===== src/rtl/plc_pkg.sv =====
// Package for the piecewise-linear calibration block.
// Holds table sizes, register indexes, reset values and pipeline payload types.
// No dependencies.
package plc_pkg;

   // Calibration table geometry.
   localparam int MaxPoints   = 16;
   localparam int IdxW        = $clog2(MaxPoints);
   localparam int CountW      = 5;
   localparam int SampleW     = 8;
   localparam int ValueW      = 16;
   localparam int RegW        = 64;
   localparam int NumW        = ValueW + SampleW;

   // Pipelined divider layout: quotient bits resolved per pipeline stage.
   localparam int DivBitsPerStage = 4;
   localparam int DivStages       = NumW / DivBitsPerStage;

   // Register indexes of the configuration port.
   localparam int CsrIdxW = 3;
   typedef enum logic [CsrIdxW-1:0] {
      REG_POINT_COUNT = 3'd0,
      REG_BP_LOW      = 3'd1,
      REG_BP_HIGH     = 3'd2,
      REG_TGT_0_3     = 3'd3,
      REG_TGT_4_7     = 3'd4,
      REG_TGT_8_11    = 3'd5,
      REG_TGT_12_15   = 3'd6
   } csr_index_type;

   // Reset contents of the configuration registers.
   localparam logic [CountW-1:0] RstPointCount = 5'd11;
   localparam logic [RegW-1:0]   RstBpLow      = 64'hCABA9F8060402300;
   localparam logic [RegW-1:0]   RstBpHigh     = 64'h0000000000FFE7D9;
   localparam logic [RegW-1:0]   RstTgt03      = 64'h0012000C00060002;
   localparam logic [RegW-1:0]   RstTgt47      = 64'h0060004800300018;
   localparam logic [RegW-1:0]   RstTgt811     = 64'h000000A800900078;
   localparam logic [RegW-1:0]   RstTgt1215    = 64'h0000000000000000;

   // Payload carried through the divider stages.
   typedef struct packed {
      logic [SampleW-1:0] rem;   // partial remainder
      logic [NumW-1:0]    num;   // dividend bits, quotient shifts in low
      logic [SampleW-1:0] den;   // segment width
      logic               neg;   // slope is negative
      logic [ValueW-1:0]  lo;    // target at segment start
   } div_type;

endpackage


===== src/rtl/plc_if.sv =====
// Handshake interfaces for the sample and result channels.
// Depends on plc_pkg for field widths.
interface plc_req_if import plc_pkg::*; ();
   logic               valid;
   logic               ready;
   logic [SampleW-1:0] sample;
   modport source (output valid, output sample, input ready);
   modport sink   (input valid, input sample, output ready);
endinterface

interface plc_rsp_if import plc_pkg::*; ();
   logic              valid;
   logic              ready;
   logic [ValueW-1:0] value;
   modport source (output valid, output value, input ready);
   modport sink   (input valid, input value, output ready);
endinterface


===== src/rtl/plc_div_stage.sv =====
// One stage of the pipelined restoring divider.
// Depends on plc_pkg for the divider payload type.
module plc_div_stage import plc_pkg::*; (
   input  logic    clock,
   input  logic    reset,
   input  logic    adv,
   input  logic    valid_in,
   input  div_type data_in,
   output logic    valid_out,
   output div_type data_out
);

   logic    valid_ff;
   div_type data_ff;
   div_type data_in_next;

   // Resolve DivBitsPerStage quotient bits, one restoring step each.
   always_comb begin
      logic [SampleW:0] trial;
      data_in_next = data_in;
      for (int k = 0; k < DivBitsPerStage; k++) begin
         trial = {data_in_next.rem, data_in_next.num[NumW-1]};
         data_in_next.num = {data_in_next.num[NumW-2:0], 1'b0};
         if (trial >= {1'b0, data_in_next.den}) begin
            trial = trial - {1'b0, data_in_next.den};
            data_in_next.num[0] = 1'b1;
         end
         data_in_next.rem = trial[SampleW-1:0];
      end
   end

   always_ff @(posedge clock) begin
      if (reset) begin
         valid_ff <= 1'b0;
      end else if (adv) begin
         valid_ff <= valid_in;
      end
   end

   always_ff @(posedge clock) begin
      if (adv) begin
         data_ff <= data_in_next;
      end
   end

   assign valid_out = valid_ff;
   assign data_out  = data_ff;

endmodule


===== src/rtl/piecewise_linear_calibration.sv =====
// Piecewise-linear calibration: maps an 8-bit sample through up to 16 points.
// One item per cycle is sustained while no result waits at the output.
// Stages: segment search, segment select, multiply, six divider stages, output.
// The whole pipeline holds while a result waits at the output.
// Synchronous reset clears valid bits and loads the default calibration table.
module piecewise_linear_calibration import plc_pkg::*; (
   input  logic                clock,
   input  logic                reset,
   plc_req_if.sink             req_chan,
   plc_rsp_if.source           rsp_chan,
   input  logic                csr_we,
   input  logic [CsrIdxW-1:0]  csr_index,
   input  logic [RegW-1:0]     csr_wdata
);

   // Configuration registers.
   logic [CountW-1:0] count_ff;
   logic [RegW-1:0]   bp_low_ff, bp_high_ff;
   logic [RegW-1:0]   tgt03_ff, tgt47_ff, tgt811_ff, tgt1215_ff;

   always_ff @(posedge clock) begin
      if (reset) begin
         count_ff   <= RstPointCount;
         bp_low_ff  <= RstBpLow;
         bp_high_ff <= RstBpHigh;
         tgt03_ff   <= RstTgt03;
         tgt47_ff   <= RstTgt47;
         tgt811_ff  <= RstTgt811;
         tgt1215_ff <= RstTgt1215;
      end else if (csr_we) begin
         case (csr_index_type'(csr_index))
            REG_POINT_COUNT: count_ff   <= csr_wdata[CountW-1:0];
            REG_BP_LOW:      bp_low_ff  <= csr_wdata;
            REG_BP_HIGH:     bp_high_ff <= csr_wdata;
            REG_TGT_0_3:     tgt03_ff   <= csr_wdata;
            REG_TGT_4_7:     tgt47_ff   <= csr_wdata;
            REG_TGT_8_11:    tgt811_ff  <= csr_wdata;
            REG_TGT_12_15:   tgt1215_ff <= csr_wdata;
            default: ;
         endcase
      end
   end

   // Unpack the table and derive the per-segment static terms.
   logic [SampleW-1:0] bp  [MaxPoints];
   logic [ValueW-1:0]  tgt [MaxPoints];
   logic [SampleW-1:0] prev [MaxPoints];
   logic [MaxPoints-1:0] stop, in_use;
   logic [CountW-1:0]  n_eff;
   logic [IdxW-1:0]    last_idx;

   always_comb begin
      logic [2*RegW-1:0] bpw;
      logic [4*RegW-1:0] tw;
      bpw = {bp_high_ff, bp_low_ff};
      tw  = {tgt1215_ff, tgt811_ff, tgt47_ff, tgt03_ff};
      if (count_ff < CountW'(2)) n_eff = CountW'(2);
      else if (count_ff > CountW'(MaxPoints)) n_eff = CountW'(MaxPoints);
      else n_eff = count_ff;
      last_idx = IdxW'(n_eff - CountW'(1));
      for (int i = 0; i < MaxPoints; i++) begin
         bp[i]  = bpw[i*SampleW +: SampleW];
         tgt[i] = tw[i*ValueW +: ValueW];
      end
      for (int i = 0; i < MaxPoints; i++) begin
         prev[i]   = (i <= 1) ? '0 : bp[(i > 0) ? i-1 : 0];
         stop[i]   = (i >= 1) && (bp[i] <= prev[i]);
         in_use[i] = (i >= 1) && (CountW'(i) < n_eff);
      end
   end

   logic adv;
   logic rsp_valid_ff;
   logic [ValueW-1:0] rsp_value_ff;

   // The pipeline moves whenever the output register can take a result.
   assign adv            = !rsp_valid_ff || rsp_chan.ready;
   assign req_chan.ready = adv;

   // Stage 1: first segment that stops or covers the sample.
   logic               s1_valid_ff;
   logic [SampleW-1:0] s1_sample_ff;
   logic [IdxW-1:0]    s1_sel_ff, s1_sel_in;
   logic               s1_found_ff, s1_found_in;

   always_comb begin
      s1_sel_in   = '0;
      s1_found_in = 1'b0;
      for (int i = MaxPoints-1; i >= 1; i--) begin
         if (in_use[i] && (stop[i] || req_chan.sample <= bp[i])) begin
            s1_sel_in   = IdxW'(i);
            s1_found_in = 1'b1;
         end
      end
   end

   always_ff @(posedge clock) begin
      if (reset) begin
         s1_valid_ff <= 1'b0;
      end else if (adv) begin
         s1_valid_ff <= req_chan.valid;
      end
   end

   always_ff @(posedge clock) begin
      if (adv) begin
         s1_sample_ff <= req_chan.sample;
         s1_sel_ff    <= s1_sel_in;
         s1_found_ff  <= s1_found_in;
      end
   end

   // Stage 2: segment endpoints, slope magnitude and offsets.
   logic               s2_valid_ff;
   logic [ValueW-1:0]  s2_lo_ff, s2_lo_in;
   logic [ValueW-1:0]  s2_mag_ff, s2_mag_in;
   logic               s2_neg_ff, s2_neg_in;
   logic [SampleW-1:0] s2_dx_ff, s2_dx_in;
   logic [SampleW-1:0] s2_den_ff, s2_den_in;

   always_comb begin
      logic [IdxW-1:0]    lo_idx;
      logic [ValueW-1:0]  t_lo, t_hi;
      lo_idx    = s1_sel_ff - IdxW'(1);
      t_lo      = tgt[lo_idx];
      t_hi      = tgt[s1_sel_ff];
      s2_lo_in  = s1_found_ff ? t_lo : '0;
      s2_mag_in = '0;
      s2_neg_in = 1'b0;
      s2_dx_in  = '0;
      s2_den_in = SampleW'(1);
      // Interpolate only inside a rising segment.
      if (s1_found_ff && !stop[s1_sel_ff]) begin
         s2_neg_in = t_hi < t_lo;
         s2_mag_in = s2_neg_in ? t_lo - t_hi : t_hi - t_lo;
         s2_dx_in  = s1_sample_ff - prev[s1_sel_ff];
         s2_den_in = bp[s1_sel_ff] - prev[s1_sel_ff];
      end
   end

   always_ff @(posedge clock) begin
      if (reset) begin
         s2_valid_ff <= 1'b0;
      end else if (adv) begin
         s2_valid_ff <= s1_valid_ff;
      end
   end

   always_ff @(posedge clock) begin
      if (adv) begin
         s2_lo_ff  <= s2_lo_in;
         s2_mag_ff <= s2_mag_in;
         s2_neg_ff <= s2_neg_in;
         s2_dx_ff  <= s2_dx_in;
         s2_den_ff <= s2_den_in;
      end
   end

   // Stage 3: numerator magnitude.
   logic    s3_valid_ff;
   div_type s3_data_ff, s3_data_in;

   always_comb begin
      s3_data_in.rem = '0;
      s3_data_in.num = NumW'(s2_mag_ff) * NumW'(s2_dx_ff);
      s3_data_in.den = s2_den_ff;
      s3_data_in.neg = s2_neg_ff;
      s3_data_in.lo  = s2_lo_ff;
   end

   always_ff @(posedge clock) begin
      if (reset) begin
         s3_valid_ff <= 1'b0;
      end else if (adv) begin
         s3_valid_ff <= s2_valid_ff;
      end
   end

   always_ff @(posedge clock) begin
      if (adv) begin
         s3_data_ff <= s3_data_in;
      end
   end

   // Divider chain.
   logic    dv_valid [DivStages+1];
   div_type dv_data  [DivStages+1];

   assign dv_valid[0] = s3_valid_ff;
   assign dv_data[0]  = s3_data_ff;

   for (genvar g = 0; g < DivStages; g++) begin : g_div
      plc_div_stage u_stage (
         .clock     (clock),
         .reset     (reset),
         .adv       (adv),
         .valid_in  (dv_valid[g]),
         .data_in   (dv_data[g]),
         .valid_out (dv_valid[g+1]),
         .data_out  (dv_data[g+1])
      );
   end

   // Output stage: apply the sign, add the base, fall back on the last target.
   logic [ValueW-1:0] rsp_value_in;

   always_comb begin
      logic [ValueW-1:0] q, sum;
      q   = dv_data[DivStages].num[ValueW-1:0];
      sum = dv_data[DivStages].neg ? dv_data[DivStages].lo - q
                                   : dv_data[DivStages].lo + q;
      rsp_value_in = (sum == '0) ? tgt[last_idx] : sum;
   end

   always_ff @(posedge clock) begin
      if (reset) begin
         rsp_valid_ff <= 1'b0;
      end else if (adv) begin
         rsp_valid_ff <= dv_valid[DivStages];
      end
   end

   always_ff @(posedge clock) begin
      if (adv) begin
         rsp_value_ff <= rsp_value_in;
      end
   end

   assign rsp_chan.valid = rsp_valid_ff;
   assign rsp_chan.value = rsp_value_ff;

endmodule


===== src/flat_wrapper.sv =====
// flat-port wrapper written by rule: the top's interface ports become plain ports
module piecewise_linear_calibration_flat import plc_pkg::*;
  (clock, reset, csr_we, csr_index, csr_wdata, req_chan_valid, req_chan_sample, req_chan_ready, rsp_chan_valid, rsp_chan_value, rsp_chan_ready);
  plc_req_if req_chan_i ();
  plc_rsp_if rsp_chan_i ();
  input  logic clock;
  input  logic reset;
  input  logic csr_we;
  input  logic [CsrIdxW-1:0] csr_index;
  input  logic [RegW-1:0] csr_wdata;
  input wire logic [$bits(req_chan_i.valid)-1:0] req_chan_valid;
  input wire logic [$bits(req_chan_i.sample)-1:0] req_chan_sample;
  output wire logic [$bits(req_chan_i.ready)-1:0] req_chan_ready;
  output wire logic [$bits(rsp_chan_i.valid)-1:0] rsp_chan_valid;
  output wire logic [$bits(rsp_chan_i.value)-1:0] rsp_chan_value;
  input wire logic [$bits(rsp_chan_i.ready)-1:0] rsp_chan_ready;
  assign req_chan_i.valid = req_chan_valid;
  assign req_chan_i.sample = req_chan_sample;
  assign req_chan_ready = req_chan_i.ready;
  assign rsp_chan_valid = rsp_chan_i.valid;
  assign rsp_chan_value = rsp_chan_i.value;
  assign rsp_chan_i.ready = rsp_chan_ready;
  piecewise_linear_calibration u_core (.clock(clock), .reset(reset), .req_chan(req_chan_i), .rsp_chan(rsp_chan_i), .csr_we(csr_we), .csr_index(csr_index), .csr_wdata(csr_wdata));
endmodule

===== config.mk =====
export PLATFORM = sky130hd
export DESIGN_NAME = piecewise_linear_calibration_flat
export DESIGN_NICKNAME = d
export VERILOG_FILES = /design/src/rtl/plc_pkg.sv /design/src/rtl/plc_if.sv /design/src/rtl/plc_div_stage.sv /design/src/rtl/piecewise_linear_calibration.sv /design/src/flat_wrapper.sv
export SDC_FILE = /design/constraint.sdc
export NUM_CORES = 2
export LEC_CHECK = 0
export BUFFER_PORTS_ARGS = -buffer_cell sky130_fd_sc_hd__buf_2
export CORE_MARGIN = 10
export CORE_UTILIZATION = 65
export CTS_BUF_LIST = sky130_fd_sc_hd__clkbuf_8
export CTS_CLUSTER_SIZE = 8
export DETAILED_ROUTE_END_ITERATION = 8
export PLACE_DENSITY_LB_ADDON = 0.12
export SLEW_MARGIN = 20
export SYNTH_ARGS = -nofsm -noshare
export SYNTH_HDL_FRONTEND = slang
export SYNTH_SLANG_ARGS = --single-unit

===== constraint.sdc =====
create_clock -name clock -period 24.2 [get_ports clock]
set_input_delay 7.26 -clock clock [delete_from_list [all_inputs] [get_ports clock]]
set_output_delay 7.26 -clock clock [all_outputs]
set_load 0.005 [all_outputs]

==> results.md <==
| Result | Reported |
| --- | --- |
| WL per Instance | 22.75 um |
| Number of global-route vias before repair | 43,180 |
| CTS Buffer Depth | 3 |
| Wire length of the first global-routing pass | 245,500 um |
| Max-slew violation total from the final report | 0 |
| DRT Wirelength | 159,400 um |
| Fraction of layout cells with a size suffix above 1 | 12.63% |
| Die span in x | 315.3 um |
| Shortest period the worst path allows | 15.61 ns |
| Worst setup timing slack at the placement stage | 8.569 ns |
| Total of hold buffers inserted after clock tree synthesis | 0 |
| Clock-pin transition on the worst setup and hold timing paths | 0.06 ns |
| Minimum hold slack | 0.4052 ns |
| Netlist area before placement | 56,670 um2 |
| Ratio of final minimum period to clock period | 64.50% |
| Critical path endpoint category | primary output |
| GRT Util Overall | 31.67% |
| Root buffer selected by CTS | sky130_fd_sc_hd__clkbuf_8 |
| Per-instance average area after synthesis | 9.921 um2 |
| Slew of the pin with the lowest slew margin | 1.088 ns |
| Layout fillers | 6,588 |
| # port buffers | 97 |
| Detailed-route via count | 45,010 |
| Achievable clock frequency | 64.06 MHz |
| Clock latency on the worst-skew pair | 0.84 ns |
| Critical path arrival | 8.35 ns |
| Layout Area Growth over Synthesis | 7.180% |
| Count of TritonRoute iterations in the first routing pass | 6 |
| Placer's final routability congestion estimate | 0.9990 |
| Main flop type after synthesis | sky130_fd_sc_hd__edfxtp_1 |
| Post-synthesis sequential area ratio | 35.77% |
| Skew final | 0.04140 ns |
| Final Hold Viols | 0 |
| Number of setup violations in the final report | 0 |
| TritonCTS clock tree | yes |
| Number of standard-cell rows in the floorplan | 108 |
| Final HPWL DP | 114,400 um |
| Number of flops mapped to enable cells by yosys | 409 |
| Final Worst Setup Slack | 8.590 ns |
| Post-Layout Inst Area | 60,740 um2 |
| Number of nets with antenna violations after routing | 0 |
| Worst rel slew slack | 26.94% |
| Residual overflow from global routing | 0 |
| Routed vias/inst | 6.422 |
| Antenna violations before repair | 13 |
| Synth Net Count | 6,428 |
| Type of the most critical hold path | flip-flop to flip-flop |
| Cts bufs inserted | 138 |
| Post-CTS setup buffer count | 0 |
| Start-to-end type of the worst setup path | primary input to primary output |
| Residual DRC | 0 |
| Startpoint kind of the worst setup timing path | primary input |
| Initial Utilization | 65.42% |
| Worst Path Max Fanout | 106 |
| Cell area reported after detailed placement | 58,090 um2 |
| Required time at the endpoint of the critical path | 16.94 ns |
| Status | complete, no violations |
| Number of top-level design ports | 98 |
| CTS H-tree depth | 4 |
| Die Height | 315.3 um |
| Async set-reset flop share out of synthesis | 0% |
| Placeable core area | 86,620 um2 |
| Distinct cell type count of the synthesized netlist | 99 |
| Count of mapped cells out of synthesis | 5,712 |
| Post-cts gate resize count | 0 |
| Total negative slack for setup checks | 0 ns |
| First DRT Iteration DRCs | 5,211 |
| Die Footprint | 99,400 um2 |
| Register bit count reported by yosys | 808 |
| TritonCTS sink count | 808 |
| Count of nets after finishing | 6,462 |
| Maximum number of pins on one net before global-route repair | 132 |
| RSZ-0062 raised after global routing | no |
| Warnings from Yosys | 0 |
| Maximum Capacitance Violations | 0 |
[cells in the mapped netlist (all sizes together) (29+ instances only)]
| master | instances | area, um2 |
|---|---|---|
| mux4 | 290 | 6531 |
| edfxtp | 409 | 12280 |
| nand2b | 48 | 300.3 |
| and2 | 89 | 556.8 |
| xnor2 | 108 | 945.9 |
| nand3 | 67 | 335.3 |
| nor3 | 54 | 281.5 |
| nor2 | 250 | 938.4 |
| nor2b | 111 | 694.4 |
| fa | 111 | 2222 |
| nand4 | 59 | 369.1 |
| dfxtp | 399 | 7988 |
| nand3b | 29 | 217.7 |
| xor2 | 60 | 525.5 |
| o21a | 52 | 390.4 |
| a211o | 56 | 490.5 |
| buf | 44 | 207.7 |
| o21ai | 188 | 948.4 |
| clkbuf | 199 | 747.0 |
| mux2i | 50 | 500.5 |
| ha | 525 | 6569 |
| o211ai | 29 | 222.7 |
| nand2 | 957 | 3597 |
| inv | 430 | 1614 |
| a21oi | 571 | 2869 |
| mux2 | 50 | 570.6 |
| a21o | 106 | 795.8 |
| a211oi | 46 | 350.3 |
[cells by family after synthesis]
| logic type | Yosys count | share of synthesized area (%) |
|---|---|---|
| mux | 390 | 13.42 |
| compound gates | 1266 | 13.99 |
| buf+inv | 675 | 4.546 |
| fa+ha+maj | 636 | 15.51 |
| xor+xnor | 168 | 2.596 |
| simple gates | 1769 | 14.17 |
| flops | 808 | 35.77 |
[state kept, by name, indices dropped and copies added (netlist names), 4 cells and up]
name                            flops
u_core.tgt47_ff                    64
u_core.s1_sel_ff                    4
u_core.s2_dx_ff                     8
u_core.s2_den_ff                    8
u_core.g_div.u_stage.data_out     282
u_core.tgt811_ff                   64
u_core.tgt1215_ff                  64
u_core.dv_data                     49
u_core.tgt03_ff                    64
u_core.count_ff                     5
u_core.s1_sample_ff                 8
u_core.bp_low_ff                   64
u_core.s2_lo_ff                    16
u_core.bp_high_ff                  64
u_core.g_div.u_stage.valid_out      6
u_core.rsp_chan.value              16
u_core.s2_mag_ff                   16
[critical path, stage by stage]
cell and delay [ns]:
sky130_fd_sc_hd__buf_2 0.10, sky130_fd_sc_hd__nor2b_1 0.05, sky130_fd_sc_hd__buf_4 0.18, sky130_fd_sc_hd__inv_8 0.47
sky130_fd_sc_hd__buf_2 0.23
[routing by layer]
| metal | wire length, um | track usage [%] | up-vias |
|---|---|---|---|
| li1 | - | - | 20750 |
| met1 | 62740 | 40.55 | 21630 |
| met2 | 72640 | 49.82 | 2143 |
| met3 | 14580 | 7.085 | 468 |
| met4 | 9372 | 17.01 | 16 |
| met5 | 94 | 0 | - |
[layout by cell type (no fill, tap or decap), types with 27 or more instances in the layout]
| cell type | synthesis | final |
|---|---|---|
| sky130_fd_sc_hd__buf_4 | 0 | 39 |
| sky130_fd_sc_hd__dfxtp_1 | 399 | 399 |
| sky130_fd_sc_hd__xnor2_1 | 108 | 105 |
| sky130_fd_sc_hd__nand4_1 | 59 | 59 |
| sky130_fd_sc_hd__mux2_2 | 48 | 48 |
| sky130_fd_sc_hd__buf_2 | 16 | 96 |
| sky130_fd_sc_hd__inv_1 | 426 | 474 |
| sky130_fd_sc_hd__clkbuf_8 | 0 | 157 |
| sky130_fd_sc_hd__nand3_1 | 67 | 64 |
| sky130_fd_sc_hd__a211oi_1 | 45 | 45 |
| sky130_fd_sc_hd__o211ai_1 | 28 | 28 |
| sky130_fd_sc_hd__and3_1 | 28 | 27 |
| sky130_fd_sc_hd__nor2b_1 | 111 | 111 |
| sky130_fd_sc_hd__xor2_1 | 60 | 60 |
| sky130_fd_sc_hd__mux4_2 | 290 | 290 |
| sky130_fd_sc_hd__a21oi_1 | 568 | 567 |
| sky130_fd_sc_hd__nand2_1 | 955 | 955 |
| sky130_fd_sc_hd__nand3b_1 | 29 | 29 |
| sky130_fd_sc_hd__edfxtp_1 | 409 | 409 |
| sky130_fd_sc_hd__o21ai_0 | 183 | 183 |
| sky130_fd_sc_hd__o21a_1 | 52 | 52 |
| sky130_fd_sc_hd__nor3_1 | 53 | 52 |
| sky130_fd_sc_hd__a211o_1 | 56 | 56 |
| sky130_fd_sc_hd__and2_1 | 88 | 88 |
| sky130_fd_sc_hd__nand2b_1 | 48 | 48 |
| sky130_fd_sc_hd__a21o_1 | 106 | 106 |
| sky130_fd_sc_hd__fa_1 | 111 | 111 |
| sky130_fd_sc_hd__mux2i_1 | 50 | 50 |
| sky130_fd_sc_hd__nor2_1 | 250 | 246 |
| sky130_fd_sc_hd__ha_1 | 525 | 523 |
[final timing paths]
path / startpoint / slack [ns] / endpoint / cells after the start
hold reg to reg: u_core.g_div[0].u_stage.data_out[36] / 0.41 / u_core.g_div[1].u_stage.data_out[40] / 0
setup reg to reg: u_core.g_div[1].u_stage.data_out[18] / 14.27 / u_core.g_div[2].u_stage.data_out[50] / 35
setup / recovery: rsp_chan_ready / 8.59 / req_chan_ready / 5
hold / removal: u_core.g_div[0].u_stage.data_out[36] / 0.41 / u_core.g_div[1].u_stage.data_out[40] / 0
[stage by stage]
step | cells | utilization, %
6_report | 7008 | 70.12
4_1_cts | 7004 | 70.11
3_5_place_dp | 6761 | 67.07
5_1_grt | 7006 | 70.12
2_1_floorplan | 5712 | -
3_3_place_gp | 6761 | 67.07
[final cells by class]
class	instances	area [um2]	area share, %
Antenna cell	4	10.01	0.01648
Clock inverter	86	473.0	0.7787
Inverter	432	1629	2.682
Tap cell	1155	1445	2.379
Clock buffer	157	2161	3.558
Multi-Input combinational cell	4229	33940	55.88
Timing Repair Buffer	137	808.3	1.331
Sequential cell	808	20270	33.37
Power is left out: the tool's default activity adds up to more than one toggle a clock period on the data nets, which glitch-free logic cannot reach.
